<file path="src/sv/two_class_priority_fifo_dedup_assert.svh">
// Assertion macros for the two-class priority FIFO block.
`ifndef TWO_CLASS_PRIORITY_FIFO_DEDUP_ASSERT_SVH
`define TWO_CLASS_PRIORITY_FIFO_DEDUP_ASSERT_SVH

// Same-cycle implication, sampled on clk_i, off while rst_ni is low.
`define TCPFD_ASSERT_NOW(lbl, ante, cons, msg) \
  lbl: assert property (@(posedge clk_i) disable iff (!rst_ni) (ante) |-> (cons)) \
    else $error(msg);

// Next-cycle implication, sampled on clk_i, off while rst_ni is low.
`define TCPFD_ASSERT_NEXT(lbl, ante, cons, msg) \
  lbl: assert property (@(posedge clk_i) disable iff (!rst_ni) (ante) |=> (cons)) \
    else $error(msg);

`endif

</file>
<file path="src/sv/tcpfd_pkg.sv">
// Shared types and constants of the two-class priority FIFO block.
package tcpfd_pkg;

  localparam int PAY_W  = 32;
  localparam int ID_BITS = 7;
  localparam int STAT_W = 2;

  localparam logic CMD_INSERT = 1'b0;
  localparam logic CMD_REMOVE = 1'b1;

  localparam logic [STAT_W-1:0] STAT_DONE  = 2'd0;
  localparam logic [STAT_W-1:0] STAT_DUP   = 2'd1;
  localparam logic [STAT_W-1:0] STAT_EMPTY = 2'd2;

  typedef enum logic [2:0] {
    ST_CLEAR,
    ST_IDLE,
    ST_INS,
    ST_POP,
    ST_HEAD
  } state_e;

  // controller -> datapath
  typedef struct packed {
    logic              clr_step;
    logic              accept;
    logic              ins_commit;
    logic              pop_commit;
    logic              head_load;
    logic              res_load;
    logic              res_pop;
    logic [STAT_W-1:0] res_status;
  } dp_ctl_t;

  // datapath -> controller
  typedef struct packed {
    logic in_range;
    logic hit;
    logic any_queued;
    logic pop_last;
    logic clr_last;
  } dp_stat_t;

endpackage

</file>
<file path="src/sv/tcpfd_ctrl.sv">
// Sequencer: clear pass, insert and remove steps, result strobe.
module tcpfd_ctrl import tcpfd_pkg::*; (
  input  logic     clk_i,
  input  logic     rst_ni,
  input  logic     start,
  input  logic     command_i,
  input  dp_stat_t stat_i,
  output dp_ctl_t  ctl_o,
  output logic     busy,
  output logic     done_o
);

  state_e state_q, state_d;
  logic   done_q, done_d;

  always_comb begin
    state_d = state_q;
    case (state_q)
      ST_CLEAR: begin
        if (stat_i.clr_last) state_d = ST_IDLE;
      end
      ST_IDLE: begin
        if (start) begin
          if (command_i == CMD_INSERT) begin
            if (stat_i.in_range) state_d = ST_INS;
          end else if (stat_i.any_queued) begin
            state_d = ST_POP;
          end
        end
      end
      ST_INS:  state_d = ST_IDLE;
      ST_POP:  state_d = stat_i.pop_last ? ST_IDLE : ST_HEAD;
      ST_HEAD: state_d = ST_IDLE;
      default: state_d = ST_IDLE;
    endcase
  end

  always_comb begin
    ctl_o = '0;
    ctl_o.res_status = STAT_DONE;
    case (state_q)
      ST_CLEAR: ctl_o.clr_step = 1'b1;
      ST_IDLE: begin
        if (start) begin
          ctl_o.accept = 1'b1;
          if (command_i == CMD_INSERT) begin
            if (!stat_i.in_range) begin
              ctl_o.res_load   = 1'b1;
              ctl_o.res_status = STAT_DUP;
            end
          end else if (!stat_i.any_queued) begin
            ctl_o.res_load   = 1'b1;
            ctl_o.res_status = STAT_EMPTY;
          end
        end
      end
      ST_INS: begin
        ctl_o.res_load = 1'b1;
        if (stat_i.hit) begin
          ctl_o.res_status = STAT_DUP;
        end else begin
          ctl_o.ins_commit = 1'b1;
        end
      end
      ST_POP: begin
        ctl_o.pop_commit = 1'b1;
        if (stat_i.pop_last) begin
          ctl_o.res_load = 1'b1;
          ctl_o.res_pop  = 1'b1;
        end
      end
      ST_HEAD: begin
        ctl_o.head_load = 1'b1;
        ctl_o.res_load  = 1'b1;
        ctl_o.res_pop   = 1'b1;
      end
      default: ;
    endcase
  end

  assign done_d = ctl_o.res_load;

  always_ff @(posedge clk_i or negedge rst_ni) begin
    if (!rst_ni) begin
      state_q <= ST_CLEAR;
      done_q  <= 1'b0;
    end else begin
      state_q <= state_d;
      done_q  <= done_d;
    end
  end

  assign busy   = (state_q != ST_IDLE);
  assign done_o = done_q;

endmodule

</file>
<file path="config.mk">
export PLATFORM = sky130hd
export DESIGN_NAME = tcpfd_ctrl
export DESIGN_NICKNAME = d
export VERILOG_FILES = /design/src/sv/two_class_priority_fifo_dedup_assert.svh /design/src/sv/tcpfd_pkg.sv /design/src/sv/tcpfd_ctrl.sv
export SDC_FILE = /design/constraint.sdc
export NUM_CORES = 1
export LEC_CHECK = 0
export BUFFER_PORTS_ARGS = -buffer_cell sky130_fd_sc_hd__buf_4
export CORE_AREA = 2 2 39 41
export DETAILED_ROUTE_END_ITERATION = 7
export DIE_AREA = 0 0 41 43
export PLACE_DENSITY = 0.6
export SYNTH_ARGS = -nofsm -noshare
export SYNTH_HDL_FRONTEND = slang
export SYNTH_SLANG_ARGS = --single-unit
</file>
<file path="constraint.sdc">
create_clock -name clk_i -period 1.5 [get_ports clk_i]
set_clock_uncertainty 0.2 [all_clocks]
set_input_delay 0.3 -clock clk_i [delete_from_list [all_inputs] [get_ports clk_i]]
set_output_delay 0.3 -clock clk_i [all_outputs]
set_load 0.01 [all_outputs]
</file>
==> Word-level counts from Yosys, hierarchy flattened <==
Index checks and enable logic that the tools add are counted.
{ "word_totals": {"ff_bits": 4, "latch_bits": 0, "ramBits": 0, "romBits": 0, "in_bits": 9, "out_inout_bits": 11, "wordCells": 41, "memories": 0} }
{ "classes": {"add_sub_neg": 0, "mul": 0, "div_mod_pow": 0, "order_cmp": 0, "n_eq_ne": 9, "shifts": 0, "n_mux": 27, "n_bitwise": 0, "reduce_logical": 3} }
{ "op_table": {"columns": ["op", "n"], "rows": [
  ["2-to-1 mux 3 bit", 6],
  ["2-to-1 mux 1 bit", 13],
  ["case mux 3 bit (3 select lines)", 1],
  ["2-to-1 mux 2 bit", 4],
  ["equality test 3 x 2 -> 1 bit (second input constant)", 2],
  ["inequality test 3 bit (second input constant)", 2],
  ["inequality test 2 bit (second input constant)", 2],
  ["case mux 2 bit (2 select lines)", 1],
  ["AND reduction 4 bit", 1],
  ["equality test 3 x 1 -> 1 bit (second input constant)", 1],
  ["equality test 3 bit (second input constant)", 1],
  ["logical NOT 3 bit", 1],
  ["inequality test 3 x 1 -> 1 bit (second input constant)", 1],
  ["case mux 1 bit (3 select lines)", 1],
  ["case mux 1 bit (2 select lines)", 1],
  ["OR reduction 2 bit", 1]
]} }

==> Depth between registers and ports, before layout <==
Gate-level depths: netlist (run 1).
{ "logic_depth": {"word_depth": 4, "depth_mapped": 4, "depth_no_buf": 2} }

==> Least setup slack after synthesis (run 1) <==
Ideal clock, no wire load.
{ "synth_path": {"path_kind": "reg-to-output", "start": "register state_q[0]", "end": "output ctl_o[3] (netlist name)", "arrival_time_ns": 1.181, "t_required_ns": 1.000, "path_slack_ns": -0.181, "stages_incl_launch_ff": 5, "n_path_buf": 2, "cell_sequence": "dfrtp_1 -> buf_2 -> and4bb_4 -> a221o_1 -> buf_4"} }
{ "synth_via": {"elab_chain_cells": 3, "elab_cells_between_ends": 6, "classes_between": "4 x eq/ne; 1 x mux; 1 x reduce/logical"} }
{ "synth_rtl": {"columns": ["item", "line", "source"], "rows": [
  ["from (decl)", "tcpfd_ctrl.sv:13", "state_e state_q, state_d;"],
  ["from (signal assigned)", "tcpfd_ctrl.sv:88", "state_q <= state_d;"],
  ["equality test 3 bit or equality test 3 x 2 -> 1 bit (tied branches)", "tcpfd_ctrl.sv:41", "case (state_q)"],
  ["OR reduction 2 bit (no line)", null, null],
  ["case mux 1 bit (3 select lines) (*)", "tcpfd_ctrl.sv:41", null],
  ["to (decl)", "tcpfd_ctrl.sv:8", "output dp_ctl_t ctl_o,"]
]} }
Mark *: on every way between the ends. The rest lies on a longest branch, timed or not.

==> flow_summary.json, run 1 <==
{
  "ys_dominant_reg_cell": "sky130_fd_sc_hd__dfrtp_1",
  "ctsHtreeMaxLevel": 1,
  "reg2reg_to": "state_q[0]",
  "startpoint_type": "flip-flop",
  "finalHoldViolations": 0,
  "fin_crit_ns": 1.88,
  "clkSinkCount": 4,
  "path_clk_slew_ns": 0.04,
  "std_cell_rows": 14,
  "cap_viol_max_count": 0,
  "cts_root_buf": "sky130_fd_sc_hd__clkbuf_4",
  "maximum_number_of_pins_on_one_net_before_global_route_repair": 9,
  "place_ws_ns": -0.159,
  "timing_worst_slew_pin_value_ns": 0.253,
  "synth.top_cells.by_area": "sky130_fd_sc_hd__dfrtp_1 35%, sky130_fd_sc_hd__a221o_1 6.9%, sky130_fd_sc_hd__and4bb_4 5.6%",
  "cts_max_path_buffers": 2,
  "die_area_um2": 1760,
  "mappedNetlistArea_um2": 289,
  "post_synthesis_cell_count": 27,
  "finalNetCount": 73,
  "power_density_nw_per_um2": 1030,
  "synthArstFlopShare": 1.00,
  "totalWireLength_um": 871,
  "iteration_0_drc_markers": 0,
  "synth.top_cell.area_share": 0.346,
  "post_synth_num_cell_types": 20,
  "p_leak_nw": 0.316,
  "finalWeightedCongestion": 0.729,
  "postSynthRegisterBits": 4,
  "overflow": 0,
  "tritoncts": "yes",
  "syn_area_per_cell_um2": 10.7,
  "number_of_global_route_vias_before_repair": 343,
  "finalWorstSetupSlack_ns": -0.382,
  "yosys.cell_count.top_type": "sky130_fd_sc_hd__dfrtp_1",
  "wire_length_of_the_first_global_routing_pass_um": 1340,
  "maxSlewHeadroom": 0.827,
  "pin_count": 20,
  "vdd_ir_drop_max_mv": 0.408,
  "grt_usage": 0.119,
  "numPortBuffers": 19,
  "postSynthNetCount": 36,
  "post_route_cells_drive_above_1_share": 0.758,
  "violations": "negative setup slack",
  "final_max_tran_viols": 0,
  "dr.pass1.iters": 1,
  "critPathCaptureType": "output pin",
  "synth_edf_count": 0,
  "hold-path-endpoint": "state_q[2]",
  "avgRoutedWirePerCell_um": 11.2,
  "antenna_cells_inserted": 0,
  "reg2reg_setup_slack_ns": 0.12,
  "fmax_mhz": 531,
  "r2r_start": "state_q[0]",
  "clk-insertion-delay-late_ns": 0.25,
  "fin_hold_ws_ns": 0.0936,
  "run_status": "finished, violations left",
  "die_height_um": 43,
  "drt_drc_violations_left": 0,
  "yosys_warnings": 0,
  "detailedPlacementHpwl_um": 625,
  "dieWidth_um": 41,
  "core_region_area_um2": 1380,
  "route.antenna.remaining_nets": 0,
  "crit_path_max_fanout": 7,
  "rsz0062_at_grt": "yes",
  "arrival_ns": 1.38,
  "timing.critical_path.required_ns": 1.00,
  "min_period_over_period": 1.25,
  "area_growth_syn_to_layout_pct": 116,
  "min_from": "stat_i[1]",
  "tritoncts.num_buffers": 3,
  "seq_area_frac_synth": 0.346,
  "min_delay_path_depth": 3,
  "antenna_found_initial": 0,
  "worstSetupPathType": "reg -> out",
  "vias": 346,
  "hp-class": "in -> reg",
  "synth.largest_area_cell": "sky130_fd_sc_hd__dfrtp_1",
  "worst-r2r-cell-count": 4,
  "initial_core_util": 0.209,
  "setup-violations-final": 10,
  "synth_commonest_cells": "4 x sky130_fd_sc_hd__dfrtp_1, 2 x sky130_fd_sc_hd__a221o_1, 2 x sky130_fd_sc_hd__buf_2, 2 x sky130_fd_sc_hd__nor2_1, 2 x sky130_fd_sc_hd__nor2b_1",
  "detail_route.vias_per_cell": 4.44
}
## worst max-delay path by stage
stage	slack [ns]	end	cells past startpoint	startpoint
after global routing	-0.42	ctl_o[3]	3	state_q[0]
after global placement	-0.16	ctl_o[3]	3	state_q[0]
after detailed placement	-0.16	ctl_o[3]	3	state_q[2]
after floorplan	-0.17	ctl_o[3]	4	state_q[0]
after CTS	-0.39	ctl_o[3]	3	state_q[0]
final	-0.38	ctl_o[3]	3	state_q[0]
## stage by stage
step / std cells / power (mW) / TNS, ns / instance area (µm²) / util
global placement: 71 / 0.434 / -0.720 / 524 / 0.379
finish: 78 / 0.644 / -3.09 / 626 / 0.452
global route: 78 / 0.676 / -3.50 / 626 / 0.452
detailed placement: 71 / 0.435 / -0.661 / 524 / 0.379
floorplan: 27 / 0.283 / -0.200 / 292 / -
CTS: 78 / 0.645 / -3.09 / 626 / 0.452
## final cells by class
type	count	area, µm²
multi-input cells	20	195
flip-flops and latches	4	104
clock buffers	3	22.5
well taps	16	20.0
fillers	143	758
repair buffers	35	284
## report_power, final
group	switching [mW]	total [mW]	internal, mW
combinational	0.119	0.342	0.223
clock	0.0557	0.146	0.0903
sequential	0.0265	0.156	0.129
total	0.201	0.644	0.442
## worst max-delay path, stage by stage, from the launching register on
cell	delay, ns
sky130_fd_sc_hd__dfrtp_2	0.44
sky130_fd_sc_hd__and4bb_4	0.23
sky130_fd_sc_hd__a221o_1	0.34
sky130_fd_sc_hd__buf_6	0.13
## logic make-up after synthesis
| logic type | Yosys count | synth area share |
|---|---|---|
| and+or+nand+nor | 14 | 0.394 |
| muxes | 1 | 0.0346 |
| buffers and inverters | 3 | 0.0606 |
| DFF | 4 | 0.346 |
| AOI/OAI and AO/OA | 5 | 0.165 |
## layer usage
metal / vias to the layer above / part of all wire / track usage
li1: 173 / - / -
met5: - / 0 / 0
met1: 159 / 0.44 / 0.132
met3: 2 / 0.057 / 0.0524
met2: 12 / 0.47 / 0.163
met4: 0 / 0.028 / 0.100
## what timing repair did
item | CTS | global route
buffers inserted | 3 | 0
pin swaps | 3 | 2
hold endpoints to repair | 4 | 0
hold buffers | 1 | 0
setup endpoints to repair | 10 | 10
resized for setup | 12 | 0
## state kept, by name, indices dropped and copies added (netlist names)
name / flops
state_q: 3
done_o: 1
## cell usage in the layout (no fill, tap or decap), drive strengths merged
cell type	Yosys	final
nor2b	2	2
a21o	1	1
and3b	2	2
or3b	1	1
and4bb	1	1
a32o	1	1
dlygate4sd3	0	1
nor3	1	1
nor3b	1	1
nand2b	1	1
a221o	2	2
nor4b	1	1
clkbuf	0	3
dfrtp	4	4
o21ba	1	1
mux2i	1	1
and2b	1	1
nand4b	1	1
nor2	2	2
buf	3	34
No activity file was read; power rests on OpenSTA's default activity.
==> run 2, diff against run 1 <==
--- a/config.mk
+++ b/config.mk
@@ -7,6 +7,7 @@
 export LEC_CHECK = 0
 export BUFFER_PORTS_ARGS = -buffer_cell sky130_fd_sc_hd__buf_4
 export CORE_AREA = 2 2 39 41
+export CTS_BUF_LIST = sky130_fd_sc_hd__clkbuf_8
 export DETAILED_ROUTE_END_ITERATION = 7
 export DIE_AREA = 0 0 41 43
 export PLACE_DENSITY = 0.6
==> run 2 against run 1 <==
- the run still ends with negative setup slack left
- non-clock buffer count unchanged
- core utilization rose by 1.4 points
- power grew 14%
- wire length shrank 0.57%
- cell area grew 3.0%
- combinational power is essentially flat
- critical path depth unchanged
- clock-buffer cell count unchanged
- highest routed layer unchanged
- global-route usage shrank 0.10 points
- flip-flop and latch count unchanged
- via count increased by 0.29%
- clock power grew 61%
==> flow_summary.json, run 2 (synthesis results as in run 1) <==
{
  "vias": 347,
  "rsz0062_at_grt": "yes",
  "die_height_um": 43,
  "pwr-share-clk": 0.320,
  "die_area_um2": 1760,
  "critPathCaptureType": "output pin",
  "totalWireLength_um": 866,
  "drt_drc_violations_left": 0,
  "std_cell_rows": 14,
  "worst_path_max_delay_cell": "sky130_fd_sc_hd__dfrtp_2",
  "maximum_number_of_pins_on_one_net_before_global_route_repair": 9,
  "comb_power_frac": 0.467,
  "regMostFlops": "state_q",
  "timing_worst_slew_pin_value_ns": 0.219,
  "timing.critical_path.from": "state_q[0]",
  "power_density_nw_per_um2": 1140,
  "commonest_non_fill_non_tap_cell_in_the_layout": "sky130_fd_sc_hd__buf_4",
  "fmax_mhz": 538,
  "overflow": 0,
  "cts_root_buf": "sky130_fd_sc_hd__clkbuf_8",
  "reg2reg_to": "state_q[0]",
  "finish.cell_count_without_fillers": 78,
  "cts_max_path_buffers": 2,
  "crit_path_max_fanout": 7,
  "clkSinkCount": 4,
  "path_clk_slew_ns": 0.03,
  "timing.critical_path.required_ns": 1.00,
  "antenna_cells_inserted": 0,
  "postLayoutCellArea_um2": 644,
  "tritoncts": "yes",
  "p_leak_nw": 0.324,
  "setup_total_negative_slack_ns": -2.79,
  "pin_count": 20,
  "post_route_cells_drive_above_1_share": 0.758,
  "min_period_over_period": 1.24,
  "antenna_found_initial": 0,
  "tritoncts.num_buffers": 3,
  "total_placed_cells_including_tap_cells": 71,
  "p_sw_mw": 0.209,
  "critical_path.cell_chain": "and4bb_4 -> a221o_1 -> buf_6",
  "startpoint_type": "flip-flop",
  "critical_path_destination": "ctl_o[3]",
  "cap_viol_max_count": 0,
  "worstPathBufferInverterCount": 1,
  "detail_route.vias_per_cell": 4.45,
  "area_growth_syn_to_layout_pct": 123,
  "cpLargestDelayFamily": "flip-flops",
  "finalNetCount": 73,
  "detailedPlacementHpwl_um": 625,
  "arrival_ns": 1.36,
  "initial_core_util": 0.209,
  "timing.critical_path.slowest_cell_delay_ns": 0.44,
  "setup-violations-final": 10,
  "run_status": "finished, violations left",
  "worstSetupPathType": "reg -> out",
  "vdd_ir_drop_max_mv": 0.506,
  "power.switching_fraction": 0.285,
  "grt_usage": 0.118,
  "iteration_0_drc_markers": 2,
  "place_ws_ns": -0.159,
  "clk-insertion-delay-late_ns": 0.22,
  "placed_area_um2": 524,
  "final_max_tran_viols": 0,
  "dr.pass1.iters": 2,
  "power_frac_seq": 0.213,
  "final_core_utilization": 0.466,
  "finalWorstSetupSlack_ns": -0.359,
  "violations": "negative setup slack",
  "finalWeightedCongestion": 0.729,
  "hp-class": "in -> reg",
  "layout.cells.most_common_list": "29 x sky130_fd_sc_hd__buf_4, 5 x sky130_fd_sc_hd__buf_6, 3 x sky130_fd_sc_hd__clkbuf_8, 3 x sky130_fd_sc_hd__dfrtp_2",
  "numPortBuffers": 19,
  "power.internal_mw": 0.524,
  "worst-r2r-cell-count": 4,
  "r2r_start": "state_q[0]",
  "number_of_global_route_vias_before_repair": 354,
  "route.antenna.remaining_nets": 0,
  "path_depth": 3,
  "core_region_area_um2": 1380,
  "finalHoldViolations": 0,
  "avgRoutedWirePerCell_um": 11.1,
  "maxSlewHeadroom": 0.850,
  "fin_crit_ns": 1.86,
  "dieWidth_um": 41,
  "wire_length_of_the_first_global_routing_pass_um": 1370,
  "ctsHtreeMaxLevel": 1,
  "largest_register_ff_count": 3,
  "reg2reg_setup_slack_ns": 0.12
}
run 2: cell types whose count changed in the layout (fill, tap and decap cells not counted):
cell                       before  now
sky130_fd_sc_hd__clkbuf_8       0    3
sky130_fd_sc_hd__clkbuf_4       3    0
run 2: routing by layer:
| metal | vias to the layer above | wire, µm | global-route usage |
|---|---|---|---|
| met2 | 12 | 418 | 0.172 |
| met3 | 2 | 52 | 0.0209 |
| met5 | - | 0 | 0 |
| met1 | 159 | 369 | 0.139 |
| li1 | 174 | - | - |
| met4 | 0 | 25 | 0.100 |
run 2: stage by stage:
stage	power [mW]	hold WS, ns
2_1_floorplan	0.283	-0.196
3_3_place_gp	0.434	-0.101
3_5_place_dp	0.435	-0.101
4_1_cts	0.738	0.126
5_1_grt	0.768	0.141
6_report	0.733	0.123
run 2: worst register-to-register path, cell delays in order, from the launching register on:
cell and delay (ns):
sky130_fd_sc_hd__dfrtp_2 0.42, sky130_fd_sc_hd__buf_4 0.13, sky130_fd_sc_hd__nand2b_1 0.06, sky130_fd_sc_hd__buf_4 0.13, sky130_fd_sc_hd__a221o_1 0.32
run 2: how the worst min path moves through the flow:
| stage | depth (start not counted) | startpoint | end | slack (ns) |
|---|---|---|---|---|
| after floorplan | 0 | rst_ni | done_o | -0.20 |
| after global placement | 1 | rst_ni | state_q[0] | -0.10 |
| after detailed placement | 1 | rst_ni | state_q[0] | -0.10 |
| after CTS | 3 | stat_i[1] | state_q[2] | 0.13 |
| after global routing | 3 | stat_i[1] | state_q[2] | 0.14 |
| final | 3 | stat_i[1] | state_q[2] | 0.12 |
run 2: area by class of cell:
class | count | area, µm²
Tap cell | 16 | 20.0
Timing Repair Buffer | 35 | 284
Sequential cell | 4 | 104
Multi-Input combinational cell | 20 | 195
Clock buffer | 3 | 41.3
Fill cell | 142 | 739
run 2: what timing repair did:
item	in CTS	in global routing
hold buffers	1	0
endpoints found under the setup margin	10	10
gates resized for setup	12	0
pin swaps	3	2
hold endpoints to repair	4	0
setup buffers	3	0
run 2: power by group through the flow:
| stage | Sequential (mW) | Combinational, mW | Clock [mW] |
|---|---|---|---|
| after floorplan | 0.138 | 0.146 | 0 |
| after global placement | 0.154 | 0.280 | 0 |
| after detailed placement | 0.154 | 0.281 | 0 |
| after CTS | 0.156 | 0.344 | 0.239 |
| after global routing | 0.160 | 0.367 | 0.241 |
| final | 0.156 | 0.342 | 0.235 |
